<file path="config.mk">
export PLATFORM = sky130hd
export DESIGN_NAME = htp_ram
export DESIGN_NICKNAME = d
export VERILOG_FILES = /design/src/rtl/core/hierarchical_transform_propagate_macros.svh /design/src/rtl/core/htp_ram.sv
export SDC_FILE = /design/constraint.sdc
export NUM_CORES = 2
export LEC_CHECK = 0
export ABC_CLOCK_PERIOD_IN_PS = 6190
export BUFFER_PORTS_ARGS = -buffer_cell sky130_fd_sc_hd__buf_4
export CAP_MARGIN = 20
export CORE_MARGIN = 2
export CORE_UTILIZATION = 41
export DETAILED_ROUTE_END_ITERATION = 10
export GPL_TIMING_DRIVEN = 0
export PLACE_DENSITY = 0.55
export SLEW_MARGIN = 0
export SYNTH_ARGS = -nofsm -noshare
export SYNTH_HDL_FRONTEND = slang
export SYNTH_SLANG_ARGS = --single-unit
</file>
<file path="constraint.sdc">
create_clock -name i_clk -period 6.19 [get_ports i_clk]
set_input_delay 0.619 -clock i_clk [delete_from_list [all_inputs] [get_ports i_clk]]
set_output_delay 0.619 -clock i_clk [all_outputs]
set_load 0.1 [all_outputs]
</file>
<file path="src/rtl/core/hierarchical_transform_propagate_macros.svh">
// assertion helpers for the transform propagation block
// the asserting module must have i_clk and i_rst_n in scope
`ifndef HIERARCHICAL_TRANSFORM_PROPAGATE_MACROS_SVH
`define HIERARCHICAL_TRANSFORM_PROPAGATE_MACROS_SVH

`ifndef SYNTHESIS

// same-cycle implication
`define HTP_ASSERT_IMPL(label, ante, cons) \
    label: assert property (@(posedge i_clk) disable iff (!i_rst_n) (ante) |-> (cons)) \
        else $error("htp assertion failed");

// next-cycle implication
`define HTP_ASSERT_NEXT(label, ante, cons) \
    label: assert property (@(posedge i_clk) disable iff (!i_rst_n) (ante) |=> (cons)) \
        else $error("htp assertion failed");

`else

`define HTP_ASSERT_IMPL(label, ante, cons)
`define HTP_ASSERT_NEXT(label, ante, cons)

`endif

`endif

</file>
<file path="src/rtl/core/htp_ram.sv">
`timescale 1ns / 1ps

module htp_ram #(
    parameter int WIDTH = 8,
    parameter int DEPTH = 256
) (
    input  logic                     i_clk,
    input  logic                     i_we,
    input  logic [$clog2(DEPTH)-1:0] i_waddr,
    input  logic [WIDTH-1:0]         i_wdata,
    input  logic                     i_re,
    input  logic [$clog2(DEPTH)-1:0] i_raddr,
    output logic [WIDTH-1:0]         o_rdata
);

    logic [WIDTH-1:0] r_mem [DEPTH];
    logic [WIDTH-1:0] r_rdata;

    // read before write on a shared address
    always_ff @(posedge i_clk) begin
        if (i_we) begin
            r_mem[i_waddr] <= i_wdata;
        end
        if (i_re) begin
            r_rdata <= r_mem[i_raddr];
        end
    end

    assign o_rdata = r_rdata;

endmodule

</file>
# --- After elaboration in Yosys (flattened, before gate mapping) ---
# Memory sizes are Yosys's and may differ from the RTL's. A register that Yosys moved wholly into a read port is not among the register bits.
# Cells that the tools add are included.
totals:
  inputBits: 27
  n_memories: 1
  ramBits: 2048
  reg_bits: 0
mem_list:
  columns: ["memory", "words", "word_bits", "read_ports", "rd_clocked_by_memory_dff", "wr", "line_no", "source"]
  rows:
  - ["r_mem", 256, 8, 1, 1, 1, "htp_ram.sv:16", "logic [WIDTH-1:0] r_mem [DEPTH];"]
op_classes:
  muxes: 2
ops:
  columns: ["op", "count"]
  rows:
  - ["$mux 1", 2]

# --- Longest topological paths before layout ---
logic_depth:
  word_depth: 2
  depth_mapped: 11
  depth_no_buf: 6

# --- Worst setup path before layout ---
# No wires, ideal clock.
synth_path:
  path_type: "input-to-reg"
  start: "input port i_raddr[0]"
  end: "register r_rdata[2], in the netlist o_rdata[2] (read register of r_mem) (data pin)"
  path_stages: 9
  t_arrival_ps: 2426
  slack_ps: 3495
  path_buffers: 4
  cell_sequence: "buf_6 -> buf_12 -> buf_8 -> buf_2 -> mux4_2 -> a22oi_1 -> a21oi_1 -> nor4_1 -> nor4_2"
synth_lines:
  columns: ["item", "line_no", "source"]
  rows:
  - ["start: declaration", "htp_ram.sv:12", "input logic [$clog2(DEPTH)-1:0] i_raddr,"]
  - ["end: declaration", "htp_ram.sv:17", "logic [WIDTH-1:0] r_rdata;"]

==> flow_summary.json <==
{
  "yosysUniqueCellTypes": 54,
  "clockBufferDepth": 3,
  "cts-resized-gates": 0,
  "area_delta_synth_final_pct": 14.2,
  "yosys.area.top_type_share_pct": 77.5,
  "rows": 161,
  "wire_per_inst_um": 37.2,
  "place_ws_ns": 0.864,
  "sw_frac_of_total_pct": 22.4,
  "p_int_w": 0.0231,
  "peakVddDrop_v": 0.000246,
  "multi_input_area_um2": 16400,
  "setup_tns_ns": 0,
  "vias": 41600,
  "yosys-top-cells-area": "edfxtp_1 (78%), mux4_2 (13%), mux2i_1 (1.7%)",
  "postCtsHoldBufs": 0,
  "clk_latency_ns": 0.86,
  "postRouteAntennaNets": 0,
  "worstSetupPathType": "in -> reg",
  "start_util_pct": 41.3,
  "core_area_um2": 193000,
  "leakagePower_nw": 28.0,
  "chipWidth_um": 445,
  "worst_slew_pin_slew_ns": 1.29,
  "clock.fmax_mhz": 220,
  "firstDrtPassIters": 5,
  "clock_sinks": 2056,
  "layout_setup_ws_ns": 1.64,
  "finClkSkew_ns": 0.0424,
  "dieHeight_um": 445,
  "finalCritPeriodShare_pct": 73.5,
  "antenna_found_initial": 17,
  "grt_overflow": 0,
  "status": "finished, final reports clean",
  "grt_usage_pct": 25.2,
  "seq_area_um2": 61700,
  "synth.largest_area_cell": "edfxtp_1",
  "cts_inserted_buffers": 205,
  "max-slew-margin-rel_pct": 14.1,
  "wl_um": 251000,
  "fin_crit_ns": 4.55,
  "synth_ff_type": "edfxtp_1",
  "final_area_um2": 90900,
  "worstPathMaxFanout": 10,
  "hpwl_um": 171000,
  "final_util_pct": 47.2,
  "avgSynthCellArea_um2": 21.3,
  "post-cts-setup-buffer-count": 0,
  "hold_path.class": "in -> reg",
  "fin_nets": 4065,
  "drv_slew": 0,
  "drive_above_1_share_pct": 23.1,
  "seq_area_frac_synth_pct": 77.5,
  "ctsHtreeMaxLevel": 4,
  "dpl_cell_area_um2": 84000,
  "cp.arrival_ns": 5.07,
  "syn_area_um2": 79600,
  "synthArstFlopShare_pct": 0,
  "cts_tree": "built",
  "gp_congestion": 0.922,
  "ios": 35,
  "synth_warnings": 0,
  "seqPwrFrac_pct": 51.5,
  "synth_edf_count": 2056,
  "drc": 0,
  "viasPerCell": 6.16,
  "finalSetupViolCount": 0,
  "worst-endpoint-required_ns": 6.71,
  "rsz0062_at_grt": "false",
  "grt_start_max_net_pins": 145,
  "hold_viol": 0,
  "combPwrFrac_pct": 5.9,
  "cts_root_buf": "clkbuf_16",
  "ys_seq_elements": 2056,
  "drv_cap": 0,
  "pwr_density_cell_nw_per_um2": 328,
  "endpoint_kind": "flop",
  "cp-start-kind": "input port",
  "p_sw_w": 0.00667,
  "grt_pass1_wl_um": 339000,
  "syn_nets": 3760,
  "io_buffers": 27,
  "clkTransAtPathRegs_ns": 0.06,
  "syn_inst": 3733,
  "fp.dieArea_um2": 198000,
  "grt_pass1_vias": 40100,
  "first_iter_violations": 6631,
  "nFillCells": 15800,
  "pwr-share-clk_pct": 42.6
}
## sequential cells by signal (all words and copies together) (netlist names)
signal,cells
o_rdata,8
r_mem,2048
## cells in the final DEF (no fill, tap or decap), types with 11 or more instances in the layout
cell / Yosys / routed
a22oi_1: 133 / 133
buf_4: 27 / 57
o22ai_1: 28 / 28
a21oi_1: 96 / 96
nor2b_1: 31 / 31
nand2_1: 33 / 33
buf_1: 22 / 22
clkinv_2: 0 / 35
nor3_1: 22 / 22
nor4_1: 24 / 23
mux2i_1: 134 / 134
a221oi_1: 13 / 13
bufinv_16: 0 / 27
buf_2: 31 / 43
edfxtp_1: 2056 / 2056
o221ai_1: 46 / 46
diode_2: 0 / 11
buf_12: 8 / 14
mux4_2: 454 / 454
clkbuf_1: 111 / 137
nand3_1: 34 / 34
a211oi_1: 16 / 16
nor2_1: 282 / 282
clkinv_1: 1 / 48
buf_8: 13 / 40
clkbuf_16: 0 / 206
clkbuf_2: 0 / 18
buf_16: 0 / 13
buf_6: 21 / 30
## final cells by class
type                       instances  area share [%]
clock buffer                     250            5.85
tap                             2526            3.48
antenna                           11          0.0303
buffer                           233            1.62
sequential                      2056            67.9
inverter                           2         0.00825
timing repair buffer              98            1.41
clock inverter                   131            1.64
multi-input combinational       1442            18.1
## final timing paths
check | from | to | slack (ns) | cells past startpoint
setup / recovery | i_raddr[2] | o_rdata[4]$_DFFE_PP_ | 1.64 | 10
hold / removal | i_re | o_rdata[5]$_DFFE_PP_ | 0.12 | 1
setup reg to reg | r_mem[83][5]$_DFFE_PP_ | o_rdata[5]$_DFFE_PP_ | 2.40 | 7
hold reg to reg | r_mem[74][6]$_DFFE_PP_ | o_rdata[6]$_DFFE_PP_ | 1.29 | 5
## cell usage after synthesis, types with 27 or more instances
| cell type | n |
|---|---|
| nor2_1 | 282 |
| a22oi_1 | 133 |
| mux4_2 | 454 |
| nand2_1 | 33 |
| buf_2 | 31 |
| clkbuf_1 | 111 |
| nand3_1 | 34 |
| edfxtp_1 | 2056 |
| mux2i_1 | 134 |
| nor2b_1 | 31 |
| a21oi_1 | 96 |
| buf_4 | 27 |
| o221ai_1 | 46 |
| o22ai_1 | 28 |
## power by group through the flow
| stage | Clock (W) | Sequential (W) | Combinational (W) |
|---|---|---|---|
| 6_report | 0.0127 | 0.0154 | 0.00175 |
| 4_1_cts | 0.0128 | 0.0154 | 0.00173 |
| 3_3_place_gp | 0 | 0.0157 | 0.00165 |
| 5_1_grt | 0.0133 | 0.0154 | 0.00178 |
| 2_1_floorplan | 0 | 0.0157 | 0.000746 |
| 3_5_place_dp | 0 | 0.0157 | 0.00173 |
## per-layer routing
layer | GRT usage [%] | routed length [um] | vias up | share of wire, %
met2 | 38.3 | 115000 | 2322 | 46
met3 | 5.22 | 23300 | 419 | 9.3
met4 | 9.89 | 10200 | 6 | 4.0
li1 | - | - | 16400 | -
met1 | 35.9 | 103000 | 22500 | 41
met5 | 0 | 37 | - | 0.015
## critical path: stages
cell      delay [ns]
buf_4           0.14
buf_2           0.46
and2_1          0.20
buf_1           0.81
clkbuf_1        0.97
a22oi_1         0.35
a21oi_1         0.39
nor4_1          0.11
buf_2           0.20
nor4_1          0.78
## per-stage QoR
stage          total power [W]  hold WS [ns]  std cells
2_1_floorplan           0.0165         0.718       3733
3_3_place_gp            0.0173         0.985       6286
3_5_place_dp            0.0174         0.998       6350
4_1_cts                 0.0299        0.0633       6731
5_1_grt                 0.0305        0.0680       6740
6_report                0.0298         0.117       6749
## kinds of logic after synthesis
logic type | count (synthesis) | share of synthesized area, %
buffers and inverters | 235 | 1.83
AO/OA/AOI/OAI | 385 | 3.42
multiplexers | 591 | 14.6
AND/OR/NAND/NOR | 466 | 2.63
flip-flops | 2056 | 77.5
Power figures use the tool's default switching activity.
