### src/rtl/core/hierarchical_transform_propagate_macros.svh
// assertion helpers for the transform propagation block
// the asserting module must have i_clk and i_rst_n in scope
`ifndef HIERARCHICAL_TRANSFORM_PROPAGATE_MACROS_SVH
`define HIERARCHICAL_TRANSFORM_PROPAGATE_MACROS_SVH

`ifndef SYNTHESIS

// same-cycle implication
`define HTP_ASSERT_IMPL(label, ante, cons) \
    label: assert property (@(posedge i_clk) disable iff (!i_rst_n) (ante) |-> (cons)) \
        else $error("htp assertion failed");

// next-cycle implication
`define HTP_ASSERT_NEXT(label, ante, cons) \
    label: assert property (@(posedge i_clk) disable iff (!i_rst_n) (ante) |=> (cons)) \
        else $error("htp assertion failed");

`else

`define HTP_ASSERT_IMPL(label, ante, cons)
`define HTP_ASSERT_NEXT(label, ante, cons)

`endif

`endif

### src/rtl/core/htp_pkg.sv
`timescale 1ns / 1ps

package htp_pkg;

    localparam int IDX_W        = 8;
    localparam int PIDX_W       = 9;
    localparam int POS_W        = 32;
    localparam int ROT_W        = 16;
    localparam int SCALE_W      = 16;
    localparam int SCALE_SHIFT  = 8;
    localparam int PROD_POS_W   = POS_W + SCALE_W;
    localparam int PROD_SCALE_W = 2 * SCALE_W;

    typedef logic [IDX_W-1:0]         t_idx;
    typedef logic signed [PIDX_W-1:0] t_pidx;

    typedef struct packed {
        logic signed [POS_W-1:0]   x;
        logic signed [POS_W-1:0]   y;
        logic signed [ROT_W-1:0]   rot;
        logic signed [SCALE_W-1:0] sx;
        logic signed [SCALE_W-1:0] sy;
    } t_xform;

    localparam int XFORM_W = $bits(t_xform);

    // unit scale in 8.8
    localparam logic signed [SCALE_W-1:0] SCALE_ONE = SCALE_W'(1) <<< SCALE_SHIFT;

    // a root behaves as a child of an identity parent
    localparam t_xform XFORM_ROOT = '{x: '0, y: '0, rot: '0, sx: SCALE_ONE, sy: SCALE_ONE};
    localparam t_xform XFORM_ZERO = '{x: '0, y: '0, rot: '0, sx: '0, sy: '0};

endpackage

### src/rtl/core/htp_datapath.sv
`timescale 1ns / 1ps

module htp_datapath (
    input  logic           i_clk,
    input  logic           i_en,
    input  htp_pkg::t_xform i_parent,
    input  htp_pkg::t_xform i_local,
    output htp_pkg::t_xform o_result
);
    import htp_pkg::*;

    logic signed [PROD_POS_W-1:0]   w_mx;
    logic signed [PROD_POS_W-1:0]   w_my;
    logic signed [PROD_SCALE_W-1:0] w_msx;
    logic signed [PROD_SCALE_W-1:0] w_msy;

    logic signed [POS_W-1:0]   r_px;
    logic signed [POS_W-1:0]   r_py;
    logic signed [POS_W-1:0]   r_dx;
    logic signed [POS_W-1:0]   r_dy;
    logic signed [ROT_W-1:0]   r_rot;
    logic signed [SCALE_W-1:0] r_sx;
    logic signed [SCALE_W-1:0] r_sy;

    // products against the parent scale
    assign w_mx  = i_local.x  * i_parent.sx;
    assign w_my  = i_local.y  * i_parent.sy;
    assign w_msx = i_local.sx * i_parent.sx;
    assign w_msy = i_local.sy * i_parent.sy;

    // arithmetic shift then wrap is a plain slice
    always_ff @(posedge i_clk) begin
        if (i_en) begin
            r_px  <= i_parent.x;
            r_py  <= i_parent.y;
            r_dx  <= w_mx[SCALE_SHIFT +: POS_W];
            r_dy  <= w_my[SCALE_SHIFT +: POS_W];
            r_sx  <= w_msx[SCALE_SHIFT +: SCALE_W];
            r_sy  <= w_msy[SCALE_SHIFT +: SCALE_W];
            r_rot <= i_parent.rot + i_local.rot;
        end
    end

    always_comb begin
        o_result.x   = r_px + r_dx;
        o_result.y   = r_py + r_dy;
        o_result.rot = r_rot;
        o_result.sx  = r_sx;
        o_result.sy  = r_sy;
    end

endmodule

### config.mk
export PLATFORM = sky130hd
export DESIGN_NAME = htp_datapath
export DESIGN_NICKNAME = d
export VERILOG_FILES = /design/src/rtl/core/hierarchical_transform_propagate_macros.svh /design/src/rtl/core/htp_pkg.sv /design/src/rtl/core/htp_datapath.sv
export SDC_FILE = /design/constraint.sdc
export NUM_CORES = 2
export LEC_CHECK = 0
export ABC_AREA = 1
export BUFFER_PORTS_ARGS = -buffer_cell sky130_fd_sc_hd__buf_2
export CORE_ASPECT_RATIO = 1.25
export CORE_MARGIN = 4
export CORE_UTILIZATION = 55
export DETAILED_ROUTE_END_ITERATION = 7
export PLACE_DENSITY_LB_ADDON = 0.25
export SYNTH_ARGS = -nofsm -noshare
export SYNTH_HDL_FRONTEND = slang
export SYNTH_SLANG_ARGS = --single-unit
### constraint.sdc
create_clock -name i_clk -period 12.2 [get_ports i_clk]
set_clock_uncertainty 0.2 [all_clocks]
set_input_delay 2.44 -clock i_clk [delete_from_list [all_inputs] [get_ports i_clk]]
set_output_delay 2.44 -clock i_clk [all_outputs]
set_load 0.1 [all_outputs]
After elaboration in Yosys (flattened, before gate mapping)
Index checks and enable logic that the tools add are counted.
- bits in registers: 176
- output and inout bits: 112
- input bits: 226
- word-level logic and storage cells: 14
- add/sub/neg operators: 3
- multiply operators: 4
- operators by type and width (cell ; count):
    $mul 32x16->40 ; 2
    $add 32x32->32 ; 2
    $mul 16x16->24 ; 2
    $add 16x16->16 ; 1

Depth between registers and ports, before layout
- depth in word-level cells: 1
- depth in mapped cells: 30
- depth with buffers taken out: 28

Worst setup path before layout
No wires, ideal clock.
- kind: input-to-reg
- start point: in i_parent[18] (netlist bit)
- end point: reg r_dx[29] (data pin)
- setup time: 253 ps
- stages: 20
- slack: 4277 ps
- arrival time: 7470 ps
- data required time: 11747 ps
- path buffers: 2
- path through: clkbuf_1 > clkbuf_1 > nand2_1 > fa_1 > fa_1 > fa_1 > inv_1 > fa_1 > inv_1 > fa_1 > fa_1 > inv_1 > ha_1 > nand2_1 > nor2_1 > inv_1 > nor3_1 > nand4_1 > nand4_1 > nand2_1
- cells in the longest elaborated chain, start to end: 1
- ends and longest elaborated chain (element ; RTL line ; source):
    start, declared ; htp_datapath.sv:6 ; input htp_pkg::t_xform i_parent,
    $mul 32x16->40 ; htp_datapath.sv:26 ; assign w_mx = i_local.x * i_parent.sx;
    via w_mx[37] ; htp_datapath.sv:12 ; logic signed [PROD_POS_W-1:0] w_mx;
    end signal, assigned ; htp_datapath.sv:36 ; r_dx <= w_mx[SCALE_SHIFT +: POS_W];
    end, declared ; htp_datapath.sv:19 ; logic signed [POS_W-1:0] r_dx;
The timed path passes the listed nets, and every way through them passes these cells.
A chain may end at the register's enable or synchronous reset.

Worst setup path in the final report
- start point: in i_parent[3] (netlist bit)
- end point: reg r_dy[28] (data pin)
- cells in the longest elaborated chain, start to end: 1
- ends and longest elaborated chain (element ; RTL line ; source):
    $mul 32x16->40 ; htp_datapath.sv:27 ; assign w_my = i_local.y * i_parent.sy;
    via w_my[36] ; htp_datapath.sv:13 ; logic signed [PROD_POS_W-1:0] w_my;
    end signal, assigned ; htp_datapath.sv:37 ; r_dy <= w_my[SCALE_SHIFT +: POS_W];
    end, declared ; htp_datapath.sv:20 ; logic signed [POS_W-1:0] r_dy;
The timed path passes the listed nets, and every way through them passes these cells.

==> results.toml <==
[yosys]
syn_area_per_cell_um2 = 7.59
synth_edf_count = 176
seq_area_frac_synth = 0.0894
synth_top_flop_cell = "edfxtp_1"
syn-cell-area_um2 = 59100
syn-num-nets = 9627
yosysMostFrequentCell = "inv_1"
synth_top_area_cell = "fa_1"
synth_common_cells = "inv_1 (2356), nand2_1 (2171), fa_1 (1195)"
synth-seq-cells = 176
synth_cell_type_count = 41
ys_warn_count = 0
synth.area.top_cells = "fa_1 (40%), inv_1 (15%), nand2_1 (14%)"
synthArstFlopShare = 0
synth_top_area_frac = 0.405
synthCells = 7785

[floorplanning]
die_w_um = 301
die_h_um = 374
core-area_um2 = 107000
rows = 134
initial_core_util = 0.553
dieArea_um2 = 113000
ioPinCount = 338

[timing]
finalCriticalPeriod_ns = 8.50
whs_ns = 1.85
fin_ws_ns = 3.70
fin_crit_sh = 0.697
worst_pin_slew_ns = 1.28
drv_slew = 0
hold_viol = 0
rsz0062_at_grt = "false"
setup_tns_ns = 0
setup_viol = 0
maxSlewHeadroom = 0.147
fmax_ghz = 0.118

[drt]
drt-initial-drc-count = 3174
ant_nets = 0
vias = 48600
drtPass1Iterations = 6
wl_per_cell_um = 17.7
wl_mm = 166
drc_errors = 0
avgViaCountPerCell = 5.21

[cells_and_area]
fill_cells = 9896
layout-drive-gt1-share = 0.0575
fin_util = 0.583
area_growth_syn_to_layout_pct = 5.40
layout.nets = 9727

[global_routing]
grt_max_degree = 102
gr-usage-all-layers = 0.302
grt_pass1_vias = 52900
overflow = 0
antenna_found_initial = 14
grt_pass1_wl_mm = 269

[placed_design]
gp_congestion = 0.954
pre_cts_slack_ns = 3.19
dp_hpwl_mm = 131
portBuffers = 337

[clock_network]
root_buffer = "clkbuf_16"
ctsHoldBuffers = 0
clk_pin_slew_ns = 0.11
numCtsBuffers = 17
h-tree-depth = 4
cts_tree = "done"
postCtsSetupBuffers = 0
clk_path_buf_depth = 2
ctsResizeCount = 0
cts.sinks = 176

[setup_path]
path_max_fanout = 48
cp.arrival_ns = 8.60
critPathLaunchType = "input pin"
worstSetupPathType = "in2reg"
required_ns = 12.30
cp-end-kind = "flip-flop"

[worst_hold_path]
hold_class = "in2reg"

[run_status]
status = "completed"

[job]
drv_cap = 0
==> cell usage in the layout, fill, tap and decap left out, drive strengths merged, types with 10 or more instances in the layout <==
master,n
o21a,11
xor2,105
nor2,301
a21o,30
nor4,10
nand4,47
or2,29
xnor2,37
a31oi,14
o21ai,102
edfxtp,176
nor3,27
o21bai,30
nand3,168
clkbuf,18
inv,2367
nand3b,16
a21oi,201
buf,366
ha,421
fa,1195
nand2,2190
a21boi,14
==> area by class of cell <==
class	count	area (um2)	area share
diodes	8	20.0	0.000321
clock buffers	17	425	0.00683
clock inverters	15	139	0.00223
inverters	2357	8850	0.142
multi-input cells	4966	43900	0.704
flip-flops and latches	176	5290	0.0849
well taps	1428	1790	0.0287
repair buffers	367	1920	0.0308
==> metrics by stage <==
step	instances	instance area, um2
after detailed placement	9294	61700
after CTS	9326	62300
final	9334	62300
after global placement	9294	61700
after floorplan	7785	59100
after global routing	9329	62300
==> path summary, 6_finish.rpt <==
| check | from | end | cells after the start |
|---|---|---|---|
| max | i_parent[3] | r_dy[28]$_DFFE_PP_ | 21 |
| min | i_parent[83] | r_px[3]$_DFFE_PP_ | 1 |
==> state kept, by name, summed over array words and instances (netlist names) <==
| register | cells |
|---|---|
| r_px | 32 |
| r_dy | 32 |
| r_rot | 16 |
| r_dx | 32 |
| r_py | 32 |
| r_sx | 16 |
| r_sy | 16 |
==> metal layers <==
layer | vias up | routed length, um | part of all wire | GRT usage
met1 | 23900 | 63000 | 0.38 | 0.369
met4 | 12 | 5710 | 0.034 | 0.108
met2 | 1871 | 84000 | 0.51 | 0.537
met5 | - | 76 | 0.00046 | 0
li1 | 22400 | - | - | -
met3 | 399 | 12900 | 0.078 | 0.0511
==> cell families (layout without fill, tap and decap cells) <==
family | count (synthesis) | in the layout | synth area share
simple gates | 2794 | 2794 | 0.188
compound gates | 414 | 414 | 0.0397
buf+inv | 2643 | 2756 | 0.168
flops | 176 | 176 | 0.0894
other cells | 0 | 8 | 0
xor+xnor | 142 | 142 | 0.0210
fa+ha+maj | 1616 | 1616 | 0.494
==> critical path, cell delays in order <==
cell and delay, ns:
buf_2 0.91, nand2_1 0.16, fa_1 0.54, inv_1 0.06, fa_1 0.54, inv_1 0.05, fa_1 0.49, inv_1 0.05
fa_1 0.51, fa_1 0.49, inv_1 0.05, fa_1 0.47, inv_1 0.06, ha_1 0.39, nand2_1 0.12, nor2_1 0.22
nand2_1 0.16, nor3_1 0.34, nand4_1 0.27, nand4_1 0.17, nand2_1 0.06
Power is left out: the tool's default activity adds up to more than one toggle a clock period on the data nets, which glitch-free logic cannot reach.
